`config.mk`:
```
export PLATFORM = sky130hd
export DESIGN_NAME = bounded_value_list
export DESIGN_NICKNAME = d
export VERILOG_FILES = /design/src/bvl_pkg.sv /design/src/bvl_datapath.sv /design/src/bvl_ctrl.sv /design/src/bounded_value_list.sv
export SDC_FILE = /design/constraint.sdc
export NUM_CORES = 1
export LEC_CHECK = 0
export BUFFER_PORTS_ARGS = -buffer_cell sky130_fd_sc_hd__buf_2
export CELL_PAD_IN_SITES_DETAIL_PLACEMENT = 1
export CELL_PAD_IN_SITES_GLOBAL_PLACEMENT = 1
export CORE_AREA = 5 5 213 215
export CTS_BUF_LIST = sky130_fd_sc_hd__clkbuf_8
export DETAILED_ROUTE_END_ITERATION = 7
export DIE_AREA = 0 0 218 220
export HOLD_SLACK_MARGIN = 0.03
export PLACE_DENSITY_LB_ADDON = 0.1
export SLEW_MARGIN = 20
export SYNTH_ARGS = -nofsm -noshare
export SYNTH_HDL_FRONTEND = slang
export SYNTH_SLANG_ARGS = --single-unit
```
`constraint.sdc`:
```
create_clock -name aclk -period 3.7 [get_ports aclk]
set_input_delay 0.37 -clock aclk [delete_from_list [all_inputs] [get_ports aclk]]
set_output_delay 0.37 -clock aclk [all_outputs]
set_load 0.005 [all_outputs]
```
`src/bvl_pkg.sv`:
```
// ----------------------------------------------------------------------------
// bvl_pkg: shared definitions for the bounded value list
// Sizes, operation and status codes, controller states, and the command and
// status structs that join the controller to the datapath.
// ----------------------------------------------------------------------------
package bvl_pkg;

    localparam int DEPTH    = 8;
    localparam int ADDR_W   = $clog2(DEPTH);
    localparam int CNT_W    = $clog2(DEPTH + 1);
    localparam int VAL_W    = 31;
    localparam int OP_W     = 3;
    localparam int INDEX_W  = 3;
    localparam int STATUS_W = 2;

    typedef enum logic [OP_W-1:0] {
        OP_INSERT  = 3'd0,
        OP_APPEND  = 3'd1,
        OP_DELETE  = 3'd2,
        OP_REPLACE = 3'd3,
        OP_READ    = 3'd4
    } op_t;

    typedef enum logic [STATUS_W-1:0] {
        ST_OK    = 2'd0,
        ST_FULL  = 2'd1,
        ST_ZERO  = 2'd2,
        ST_RANGE = 2'd3
    } status_t;

    typedef enum logic [2:0] {
        S_IDLE,
        S_CHECK,
        S_READ,
        S_STEP,
        S_FRONT,
        S_FINISH
    } state_t;

    typedef struct packed {
        logic    load;
        logic    init_scan;
        logic    rd;
        logic    step;
        logic    front;
        logic    append;
        logic    finish;
        status_t status;
    } dp_cmd_t;

    typedef struct packed {
        logic [OP_W-1:0] op;
        logic            val_zero;
        logic            nval_zero;
        logic            full;
        logic            empty;
        logic            idx_out;
        logic            scan_last;
        logic            out_busy;
    } dp_stat_t;

endpackage

```
`src/bvl_datapath.sv`:
```
// ----------------------------------------------------------------------------
// bvl_datapath: entry storage, scan pointers, count and result register
// Holds the entry memory with a registered read port, the request operands,
// the scan and compaction pointers, and the output register of the result.
// ----------------------------------------------------------------------------
module bvl_datapath
    import bvl_pkg::*;
(
    input  logic                aclk,
    input  logic                aresetn,
    input  dp_cmd_t             cmd,
    output dp_stat_t            stat,
    input  logic [OP_W-1:0]     s_operation,
    input  logic [VAL_W-1:0]    s_value,
    input  logic [VAL_W-1:0]    s_new_value,
    input  logic [INDEX_W-1:0]  s_index,
    output logic                m_valid,
    input  logic                m_ready,
    output logic [STATUS_W-1:0] m_status,
    output logic [CNT_W-1:0]    m_count,
    output logic [VAL_W-1:0]    m_read_value
);

    logic [VAL_W-1:0]    mem [DEPTH];
    logic [VAL_W-1:0]    rdata_reg;

    logic [OP_W-1:0]     op_reg;
    logic [VAL_W-1:0]    val_reg;
    logic [VAL_W-1:0]    nval_reg;
    logic [INDEX_W-1:0]  idx_reg;

    logic [CNT_W-1:0]    count_reg, count_next;
    logic [CNT_W-1:0]    ptr_reg, ptr_next;
    logic [CNT_W-1:0]    kept_reg, kept_next;
    logic [VAL_W-1:0]    rval_reg, rval_next;

    logic                out_valid_reg, out_valid_next;
    logic [STATUS_W-1:0] out_status_reg;
    logic [CNT_W-1:0]    out_count_reg;
    logic [VAL_W-1:0]    out_rval_reg;

    logic                wr_en;
    logic [ADDR_W-1:0]   wr_addr;
    logic [VAL_W-1:0]    wr_data;
    logic [ADDR_W-1:0]   rd_addr;
    logic                keep;

    assign keep = (rdata_reg != val_reg);

    // Insert shifts from the top down, so it reads one below the pointer.
    always_comb begin
        priority case (op_reg)
            OP_INSERT: rd_addr = ADDR_W'(ptr_reg - CNT_W'(1));
            OP_READ:   rd_addr = ADDR_W'(idx_reg);
            default:   rd_addr = ptr_reg[ADDR_W-1:0];
        endcase
    end

    always_comb begin
        wr_en      = 1'b0;
        wr_addr    = ptr_reg[ADDR_W-1:0];
        wr_data    = rdata_reg;
        count_next = count_reg;
        ptr_next   = ptr_reg;
        kept_next  = kept_reg;
        rval_next  = rval_reg;

        if (cmd.load) begin
            rval_next = '0;
        end
        if (cmd.init_scan) begin
            ptr_next  = (op_reg == OP_INSERT) ? count_reg : '0;
            kept_next = '0;
        end
        if (cmd.append) begin
            wr_en      = 1'b1;
            wr_addr    = count_reg[ADDR_W-1:0];
            wr_data    = val_reg;
            count_next = count_reg + CNT_W'(1);
        end
        if (cmd.front) begin
            wr_en      = 1'b1;
            wr_addr    = '0;
            wr_data    = val_reg;
            count_next = count_reg + CNT_W'(1);
        end
        if (cmd.step) begin
            priority case (op_reg)
                OP_INSERT: begin
                    wr_en    = 1'b1;
                    ptr_next = ptr_reg - CNT_W'(1);
                end
                OP_DELETE: begin
                    // Survivors are written back at the compaction pointer.
                    if (keep) begin
                        wr_en     = 1'b1;
                        wr_addr   = kept_reg[ADDR_W-1:0];
                        kept_next = kept_reg + CNT_W'(1);
                    end
                    ptr_next = ptr_reg + CNT_W'(1);
                    if (stat.scan_last) begin
                        count_next = kept_next;
                    end
                end
                OP_REPLACE: begin
                    if (!keep) begin
                        wr_en   = 1'b1;
                        wr_data = nval_reg;
                    end
                    ptr_next = ptr_reg + CNT_W'(1);
                end
                OP_READ: begin
                    rval_next = rdata_reg;
                end
                default: begin
                end
            endcase
        end
    end

    always_comb begin
        stat.op        = op_reg;
        stat.val_zero  = (val_reg == '0);
        stat.nval_zero = (nval_reg == '0);
        stat.full      = (count_reg == CNT_W'(DEPTH));
        stat.empty     = (count_reg == '0);
        stat.idx_out   = (CNT_W'(idx_reg) >= count_reg);
        stat.scan_last = (op_reg == OP_INSERT) ? (ptr_reg == CNT_W'(1))
                                               : (ptr_reg + CNT_W'(1) == count_reg);
        stat.out_busy  = out_valid_reg && !m_ready;
    end

    always_comb begin
        out_valid_next = out_valid_reg;
        if (cmd.finish) begin
            out_valid_next = 1'b1;
        end else if (m_ready) begin
            out_valid_next = 1'b0;
        end
    end

    always_ff @(posedge aclk) begin
        if (wr_en) begin
            mem[wr_addr] <= wr_data;
        end
        if (cmd.rd) begin
            rdata_reg <= mem[rd_addr];
        end
    end

    always_ff @(posedge aclk) begin
        if (!aresetn) begin
            count_reg     <= '0;
            ptr_reg       <= '0;
            kept_reg      <= '0;
            out_valid_reg <= 1'b0;
        end else begin
            count_reg     <= count_next;
            ptr_reg       <= ptr_next;
            kept_reg      <= kept_next;
            out_valid_reg <= out_valid_next;
        end
    end

    always_ff @(posedge aclk) begin
        if (cmd.load) begin
            op_reg   <= s_operation;
            val_reg  <= s_value;
            nval_reg <= s_new_value;
            idx_reg  <= s_index;
        end
        rval_reg <= rval_next;
        if (cmd.finish) begin
            out_status_reg <= cmd.status;
            out_count_reg  <= count_reg;
            out_rval_reg   <= rval_reg;
        end
    end

    assign m_valid      = out_valid_reg;
    assign m_status     = out_status_reg;
    assign m_count      = out_count_reg;
    assign m_read_value = out_rval_reg;

    a_count_bound: assert property (@(posedge aclk) disable iff (!aresetn)
        count_reg <= CNT_W'(DEPTH))
        else $error("live count exceeds list depth");

    a_finish_free: assert property (@(posedge aclk) disable iff (!aresetn)
        cmd.finish |-> !(out_valid_reg && !m_ready))
        else $error("result loaded over a pending result");

    a_grow_by_one: assert property (@(posedge aclk) disable iff (!aresetn)
        (cmd.append || cmd.front) |=> count_reg == $past(count_reg) + CNT_W'(1))
        else $error("insert did not grow the count by one");

    a_rval_zero: assert property (@(posedge aclk) disable iff (!aresetn)
        (m_valid && m_status != ST_OK) |-> m_read_value == '0)
        else $error("nonzero read value on a refused request");

endmodule

```
`src/bvl_ctrl.sv`:
```
// ----------------------------------------------------------------------------
// bvl_ctrl: sequencing controller of the bounded value list
// Checks each request, walks the list one entry per read and step pair,
// and hands the result to the output register when it is free.
// ----------------------------------------------------------------------------
module bvl_ctrl
    import bvl_pkg::*;
(
    input  logic     aclk,
    input  logic     aresetn,
    input  logic     s_valid,
    output logic     s_ready,
    input  dp_stat_t stat,
    output dp_cmd_t  cmd
);

    state_t  state_reg, state_next;
    status_t st_reg, st_next;

    always_comb begin
        state_next = state_reg;
        st_next    = st_reg;
        unique case (state_reg)
            S_IDLE: begin
                if (s_valid) begin
                    state_next = S_CHECK;
                end
            end
            S_CHECK: begin
                st_next    = ST_OK;
                state_next = S_FINISH;
                priority case (stat.op)
                    OP_INSERT, OP_APPEND: begin
                        if (stat.val_zero) begin
                            st_next = ST_ZERO;
                        end else if (stat.full) begin
                            st_next = ST_FULL;
                        end else if (stat.op == OP_INSERT) begin
                            state_next = stat.empty ? S_FRONT : S_READ;
                        end
                    end
                    OP_DELETE: begin
                        if (!stat.empty) begin
                            state_next = S_READ;
                        end
                    end
                    OP_REPLACE: begin
                        if (stat.nval_zero) begin
                            st_next = ST_ZERO;
                        end else if (!stat.empty) begin
                            state_next = S_READ;
                        end
                    end
                    OP_READ: begin
                        if (stat.idx_out) begin
                            st_next = ST_RANGE;
                        end else begin
                            state_next = S_READ;
                        end
                    end
                    default: begin
                    end
                endcase
            end
            S_READ: begin
                state_next = S_STEP;
            end
            S_STEP: begin
                if (stat.op == OP_READ) begin
                    state_next = S_FINISH;
                end else if (stat.scan_last) begin
                    state_next = (stat.op == OP_INSERT) ? S_FRONT : S_FINISH;
                end else begin
                    state_next = S_READ;
                end
            end
            S_FRONT: begin
                state_next = S_FINISH;
            end
            S_FINISH: begin
                if (!stat.out_busy) begin
                    state_next = S_IDLE;
                end
            end
            default: begin
                state_next = S_IDLE;
            end
        endcase
    end

    always_comb begin
        cmd        = '0;
        cmd.status = st_reg;
        s_ready    = 1'b0;
        unique case (state_reg)
            S_IDLE: begin
                s_ready  = 1'b1;
                cmd.load = s_valid;
            end
            S_CHECK: begin
                cmd.init_scan = 1'b1;
                cmd.append    = (stat.op == OP_APPEND) && !stat.val_zero && !stat.full;
            end
            S_READ: begin
                cmd.rd = 1'b1;
            end
            S_STEP: begin
                cmd.step = 1'b1;
            end
            S_FRONT: begin
                cmd.front = 1'b1;
            end
            S_FINISH: begin
                cmd.finish = !stat.out_busy;
            end
            default: begin
            end
        endcase
    end

    always_ff @(posedge aclk) begin
        if (!aresetn) begin
            state_reg <= S_IDLE;
            st_reg    <= ST_OK;
        end else begin
            state_reg <= state_next;
            st_reg    <= st_next;
        end
    end

endmodule

```
`src/bounded_value_list.sv`:
```
// ----------------------------------------------------------------------------
// bounded_value_list: ordered list of up to DEPTH positive values
// Each request carries insert-at-front, append, delete-by-value,
// replace-by-value or read-at-index and yields one result with a status,
// the live count after the operation and, for a read, the entry.
//
// Usage:
//   The request channel (s_valid/s_ready) carries s_operation, s_value,
//   s_new_value and s_index. The result channel (m_valid/m_ready) carries
//   m_status, m_count and m_read_value, one result per request, in order.
//   One request is worked on at a time. The list memory has a single read
//   port with registered data, so every entry visited takes a read state and
//   a step state. A refused request, an append, an unused code, or a delete
//   or replace on an empty list walks no entries and a read visits one; an
//   insert at front, a delete and a replace walk every live entry, and an
//   insert at front then writes the front entry in a state of its own.
//   A result sits in an output register; the next request is taken while
//   it waits, and its own result is held back until the receiver takes the
//   earlier one. A stalled receiver therefore stops the block only after
//   one further request.
//   Reset (aresetn, synchronous, active low) empties the list and drops any
//   pending result. Entry contents are not cleared.
// ----------------------------------------------------------------------------
module bounded_value_list
    import bvl_pkg::*;
(
    input  logic                aclk,
    input  logic                aresetn,
    input  logic                s_valid,
    output logic                s_ready,
    input  logic [OP_W-1:0]     s_operation,
    input  logic [VAL_W-1:0]    s_value,
    input  logic [VAL_W-1:0]    s_new_value,
    input  logic [INDEX_W-1:0]  s_index,
    output logic                m_valid,
    input  logic                m_ready,
    output logic [STATUS_W-1:0] m_status,
    output logic [CNT_W-1:0]    m_count,
    output logic [VAL_W-1:0]    m_read_value
);

    dp_cmd_t  cmd;
    dp_stat_t stat;

    bvl_ctrl u_ctrl (
        .aclk    (aclk),
        .aresetn (aresetn),
        .s_valid (s_valid),
        .s_ready (s_ready),
        .stat    (stat),
        .cmd     (cmd)
    );

    bvl_datapath u_datapath (
        .aclk         (aclk),
        .aresetn      (aresetn),
        .cmd          (cmd),
        .stat         (stat),
        .s_operation  (s_operation),
        .s_value      (s_value),
        .s_new_value  (s_new_value),
        .s_index      (s_index),
        .m_valid      (m_valid),
        .m_ready      (m_ready),
        .m_status     (m_status),
        .m_count      (m_count),
        .m_read_value (m_read_value)
    );

endmodule

```
Yosys cells after proc, flatten, opt, wreduce, memory -nomap -nowiden
Memories as Yosys holds them, arrays and structs flattened. A register that Yosys moved wholly into a read port is not among the register bits.
Cells that the tools add are included.
- add/subtract/negate cells: 4
- $lt $le $gt $ge: 1
- equality and inequality tests: 15
- mux-type cells: 65
- reductions and logical operators: 16
- operator list (cell ; number):
    31-bit two-way mux ; 8
    31-bit zero test ; 2
    3-bit two-way mux ; 16
    4-bit two-way mux ; 12
    31-bit inequality test ; 1
    1-bit two-way mux ; 20
    3-bit case mux with 6 select lines ; 1
    4-bit by 1-bit adder with 4-bit output, second input constant ; 3
    3-bit by 2-bit == test with 1-bit output, second input constant ; 4
    3-bit case mux with 4 select lines ; 1
    3-bit == test, second input constant ; 3
    4-bit case mux with 2 select lines ; 1
    3-bit by 1-bit == test with 1-bit output, second input constant ; 2
    3-bit zero test ; 2
    2-bit two-way mux ; 3
    2-bit case mux with 3 select lines ; 1
    3-bit case mux with 2 select lines ; 1
    4-bit by 1-bit == test with 1-bit output, second input constant ; 1
    4-bit == test ; 1
    4-bit == test, second input constant ; 1
    3-bit by 4-bit greater-or-equal comparator with 1-bit output ; 1
    1-bit zero test ; 4
    4-bit zero test ; 1
    2-bit inequality test, second input constant ; 2
    6 further kinds ; 9
- flip-flop bits (word level): 154
- memory bits (writable): 248
- memories kept: 1
- memories (name ; words ; bits a word ; rd ports ; clocked after Yosys merged registers in ; write ports ; line ; source):
    u_datapath.mem ; 8 ; 31 ; 1 ; 1 ; 1 ; bvl_datapath.sv:24 ; logic [VAL_W-1:0] mem [DEPTH];

Longest topological paths before layout
- depth in word-level cells: 12
- mapped depth: 12

Hierarchy
Synthesis repeated with hierarchy kept, for this count alone.
- cell total of the unflattened synthesis: 1356
- area total of the unflattened synthesis: 18071.1 µm²
- modules (own cells, without submodules) (module ; instances ; cells each ; area an instance (µm²)):
    bvl_datapath ; 1 ; 1296 ; 17603.1
    bvl_ctrl ; 1 ; 60 ; 467.9

Worst setup path after synthesis
No wires, ideal clock.
- path type: register to register
- start point: register u_datapath.val_reg[11]
- end point: memory u_datapath.mem[6][0], enable pin
- arrival: 3.331 ns
- data required time: 3.281 ns
- slack: -0.050 ns
- cell stages (with the launch flop): 8
- path buffers: 0
- clock period less this slack: 3.750 ns
- path through: edfxtp_1 -> xor2_1 -> nor4_1 -> nand4_1 -> o21ai_4 -> mux2_4 -> or2_1 -> nor2_1
- cells in the longest elaborated chain, start to end: 12
- ends and longest elaborated chain (item ; line ; source):
    start, declared ; bvl_datapath.sv:28 ; logic [VAL_W-1:0] val_reg;
    start signal, assigned ; bvl_datapath.sv:168 ; val_reg <= s_value;
    31-bit zero test ; bvl_datapath.sv:123 ; stat.val_zero = (val_reg == '0);
    1-bit zero test ; bvl_ctrl.sv:102 ; cmd.append = (stat.op == OP_APPEND) && !stat.val_zero && !stat.full;
    1-bit logical AND (2 in series) ; bvl_ctrl.sv:102 ;
    1-bit two-way mux ; bvl_ctrl.sv:95 ; unique case (state_reg)
    1-bit two-way mux ; bvl_datapath.sv:75 ; if (cmd.append) begin
    1-bit two-way mux ; bvl_datapath.sv:81 ; if (cmd.front) begin
    1-bit two-way mux, on equally long branches ; bvl_datapath.sv:106, bvl_datapath.sv:95 ;
    1-bit case mux with 3 select lines ; bvl_datapath.sv:88 ; priority case (op_reg)
    1-bit two-way mux ; bvl_datapath.sv:87 ; if (cmd.step) begin
    1-bit two-way mux ; bvl_datapath.sv:143 ; if (wr_en) begin
    1-bit two-way mux (not written as such) ; bvl_datapath.sv:144 ; mem[wr_addr] <= wr_data;
    end, declared ; bvl_datapath.sv:24 ;
Several ways; a longest one is shown, not always the timed one.

Worst setup path after layout
- start point: register u_datapath.val_reg[3]
- end point: memory u_datapath.mem[7][17] (data pin)
- cells in the longest elaborated chain, start to end: 10
- ends and longest elaborated chain (item ; line ; source):
    31-bit zero test ; bvl_datapath.sv:123 ;
    1-bit zero test ; bvl_ctrl.sv:102 ;
    1-bit logical AND (2 in series) ; bvl_ctrl.sv:102 ;
    1-bit two-way mux ; bvl_ctrl.sv:95 ;
    31-bit two-way mux ; bvl_datapath.sv:75 ;
    31-bit two-way mux ; bvl_datapath.sv:81 ;
    31-bit two-way mux ; bvl_datapath.sv:106 ; if (!keep) begin
    31-bit two-way mux ; bvl_datapath.sv:88 ;
    31-bit two-way mux (*) ; bvl_datapath.sv:87 ;
    via u_datapath.wr_data[17] ; bvl_datapath.sv:44 ; logic [VAL_W-1:0] wr_data;
Mark *: on every way through the listed nets, which the timed path passes. The rest lies on a longest branch.

==> results.md <==
* Final instance area at 0.02146 mm2
* Met2 WL post-DR at 24770 um
* Post-synthesis sequential area ratio at between 70% and 80%
* Rows at just under 80
* Worst Skew at between 0.02 and 0.03 ns
* CTS H-tree lvls at 3
* Via total after detailed routing at 11712
* Setup repair after global routing missed its margin: no
* Yosys cell types at 63
* Final period util at 94.49%
* Design Power at between 10000 and 15000 uW
* Setup TNS at 0 ns
* Main synth FF type: edfxtp_1
* R2r endpoint: u_datapath.mem[7][17]
* Max Root-Sink Buffers at 3
* Register-to-register setup slack at about 0.20 ns
* Routed wire length at approximately 52000 um
* Crit-path cells: nor4_1 > nand4_1 > o21ai_2 > nand2_2 > buf_4 > mux2i_1 > o21ai_0
* Relative slew slack at between 20 and 30%
* Post-route ant nets at 0
* I/O Buffers at 110
* Max-slew violations at 0
* Int Power at approximately 8600 uW
* Clk sinks at around 430
* CORE AREA at 0.04355 mm2
* Initial antenna violation count at 4
* Net Sw Frac at 27.95%
* Combinational share of power at 16.7%
* Number of CTS-inserted buffers at 75
* Syn_nets at 1399
* CTS Hold Bufs at 69
* Area occupied by multi-input gates at 0.004752 mm2
* P_sw at between 3000 and 4000 uW
* Final setup vio count at 0
* Synth Area in Compound Gates at a little over 8%
* Mapped cell area at around 0.018 mm2
* Detailed Place HPWL at 33220 um
* Clock share of power at a little over a third
* Startpoint Class: flip-flop
* GRT Total Usage at about 22%
* First-pass GRT wire length at roughly 77000 um
* RR Startpoint: u_datapath.val_reg[3]
* Clk root buf: clkbuf_8
* RePlAce Congestion at roughly 0.83
* Vias in the first global route at 12217
* Syn_area_per_cell at roughly 13 um2
* DP Area at 0.01931 mm2
* Xor-xnor portion of the synthesized cell area at 2.049%
* Fillers at about 4500
* Run status: completed
* Worst Setup SP: u_datapath.val_reg[3]
* CP max-delay cell: o21ai_0
* Setup Buffers After CTS at 0
* Worst vdd ir at about 280 uV
* Layout Utilization at between 40 and 50%
* Die H at around 220 um
* Post-layout min period at between 3 and 4 ns
* Total Nets Final at about 1600
* Die footprint at 0.04796 mm2
* Power density cells at ~550 mW/mm2
* Chip width at around 220 um
* Register area at roughly 0.013 mm2
* Worst Max-Slew Pin Slew at 1.095 ns
* Final Hold Fails at 0
* EDFF count, synth at 384
* DRC Markers at 0
* Place WS at about 0.21 ns
* Yosys warns at 0
* Total gr overflow at 0
* Sequential power share at around 48%
* Iter 0 DRT Violations at about 910
* Share of layout cells above drive strength 1 at 18.48%
* Area fraction in and, or, nand and nor cells after synthesis at between 10% and 20%
* CP arrival at 3.79 ns
* Flip-flop count of the largest register after layout at roughly 250
* WL per Instance at roughly 23 um
* IO Pins at approximately 110
* Starting Density at between 40% and 50%
* Register bit total from synthesis at roughly 430
* Top sig layer: met4
* Hold Path Class: in2reg
* CTS tree: done
* CP Max Fanout at 17
* Final worst slack at around 0.20 ns
* Fmax at between 200 and 300 MHz
* Top reg by flops: u_datapath.mem
* Max Cap Viol at 0
* Crit path to: u_datapath.mem[7][17]
* Worst-path clk slew at 0.06 ns
* Largest net degree at the start of global routing at between 70 and 80
* Worst path max stage delay at approximately 0.76 ns
* Metal3 WL at approximately 2400 um
* Met1 wire length at 23090 um
* DRT Pass-1 Iters at 5
* Hold path start: m_ready
* Synth Area in Adders at less than 1%
* Leak pwr at 0.007750 uW
* Layout area overhead at 22.44%
* Worst-Skew Late Latency at about 0.65 ns
* Post-synthesis async set-or-reset flop share at 0%
* Worst reg2reg path depth at 7
* Crit path capture type: flip-flop
* Vias/cell at approximately 5.3
* Post-synthesis mux area share at under 10%
* Post-Synthesis Cells at roughly 1300
* Post-CTS Resized at 0
* WS Path Type: reg2reg
* Largest family of logic cells by synthesized area: simple AND/OR/NAND/NOR gates
* Worst path required time at about 4 ns
-- layer usage --
layer	vias to the layer above	track usage [%]
met5	-	0
met4	0	6.678
met3	75	4.740
met2	267	34.97
met1	5958	29.19
li1	5412	-
-- layout by cell type (no fill, tap or decap), types with 7 or more instances in the layout --
cell type	netlist	layout
dlygate4sd3_1	0	69
a21oi_1	21	20
nor2_1	35	25
a311oi_1	33	33
inv_1	9	34
ha_1	9	9
and3_1	32	32
xor2_1	34	34
buf_2	35	110
nand2_1	309	309
nor4_1	22	22
nor3_1	7	7
a22o_1	33	33
nand2b_1	9	9
clkinv_1	0	14
clkbuf_8	0	79
xnor2_1	7	7
nor2_4	0	9
mux2i_1	41	41
o21ai_1	15	14
edfxtp_1	384	384
nand3_1	69	69
buf_12	0	16
dfxtp_1	49	49
buf_4	2	53
o21ai_0	28	27
a31o_1	32	32
-- cells in the mapped netlist, drive strengths merged (21+ instances only) --
cell type  count  area [um2]
edfxtp       384       11530
nand2        310        1166
nand3         69       345.3
dfxtp         49       980.9
o21ai         45       240.2
mux2i         41       410.4
buf           40       208.9
clkbuf        40       150.1
nor2          36       137.6
xor2          34       297.8
a22o          33       289.0
a311oi        33       289.0
a31o          32       280.3
and3          32       200.2
nor4          22       137.6
a21oi         21       105.1
-- power groups by stage --
stage               registers, uW  logic (uW)  clock network (uW)
floorplan                    5750        1110                   0
global placement             5770        1910                   0
detailed placement           5770        1930                   0
CTS                          5670        2000                4350
global route                 5680        2160                4610
finish                       5670        1990                4220
-- critical path: cells and delay by family, from the launching register on --
| kind | cells | cell delay, ns |
|---|---|---|
| DFF | 1 | 0.43 |
| AOI/OAI and AO/OA | 2 | 1.20 |
| muxes | 1 | 0.11 |
| buffers and inverters | 1 | 0.29 |
| and+or+nand+nor | 3 | 1.11 |
-- stage by stage --
stage / hold slack (ns) / std cells
CTS: 0.04095 / 2209
floorplan: 0.4030 / 1318
detailed placement: 0.4181 / 2009
finish: 0.1107 / 2211
global route: 0.07002 / 2211
global placement: 0.4222 / 2009
-- kinds of logic (layout without fill, tap and decap cells) --
kind of cell             Yosys count  count (layout)
AO/OA/AOI/OAI                    191             191
XOR/XNOR                          41              41
adder cells (fa/ha/maj)            9               9
buffers and inverters             89             389
flip-flops                       433             433
multiplexers                      45              45
other                              0               1
AND/OR/NAND/NOR                  510             510
-- how the worst min path moves through the flow --
stage | to | slack (ns) | depth (start not counted)
detailed placement | u_datapath.m_read_value[10] | 0.42 | 0
CTS | u_datapath.m_valid | 0.04 | 3
floorplan | u_datapath.m_status[0] | 0.40 | 0
global placement | u_datapath.m_read_value[16] | 0.42 | 0
global route | u_datapath.m_valid | 0.07 | 3
finish | u_datapath.m_valid | 0.11 | 3
-- final cells by class --
cell class | count | area share (%)
sequential | 433 | 58.30
clock buffer | 79 | 5.066
multi-input combinational | 796 | 22.14
inverter | 9 | 0.1574
clock inverter | 52 | 1.609
tap | 592 | 3.451
antenna | 1 | 0.01166
timing repair buffer | 249 | 9.258
Power figures use the tool's default switching activity.
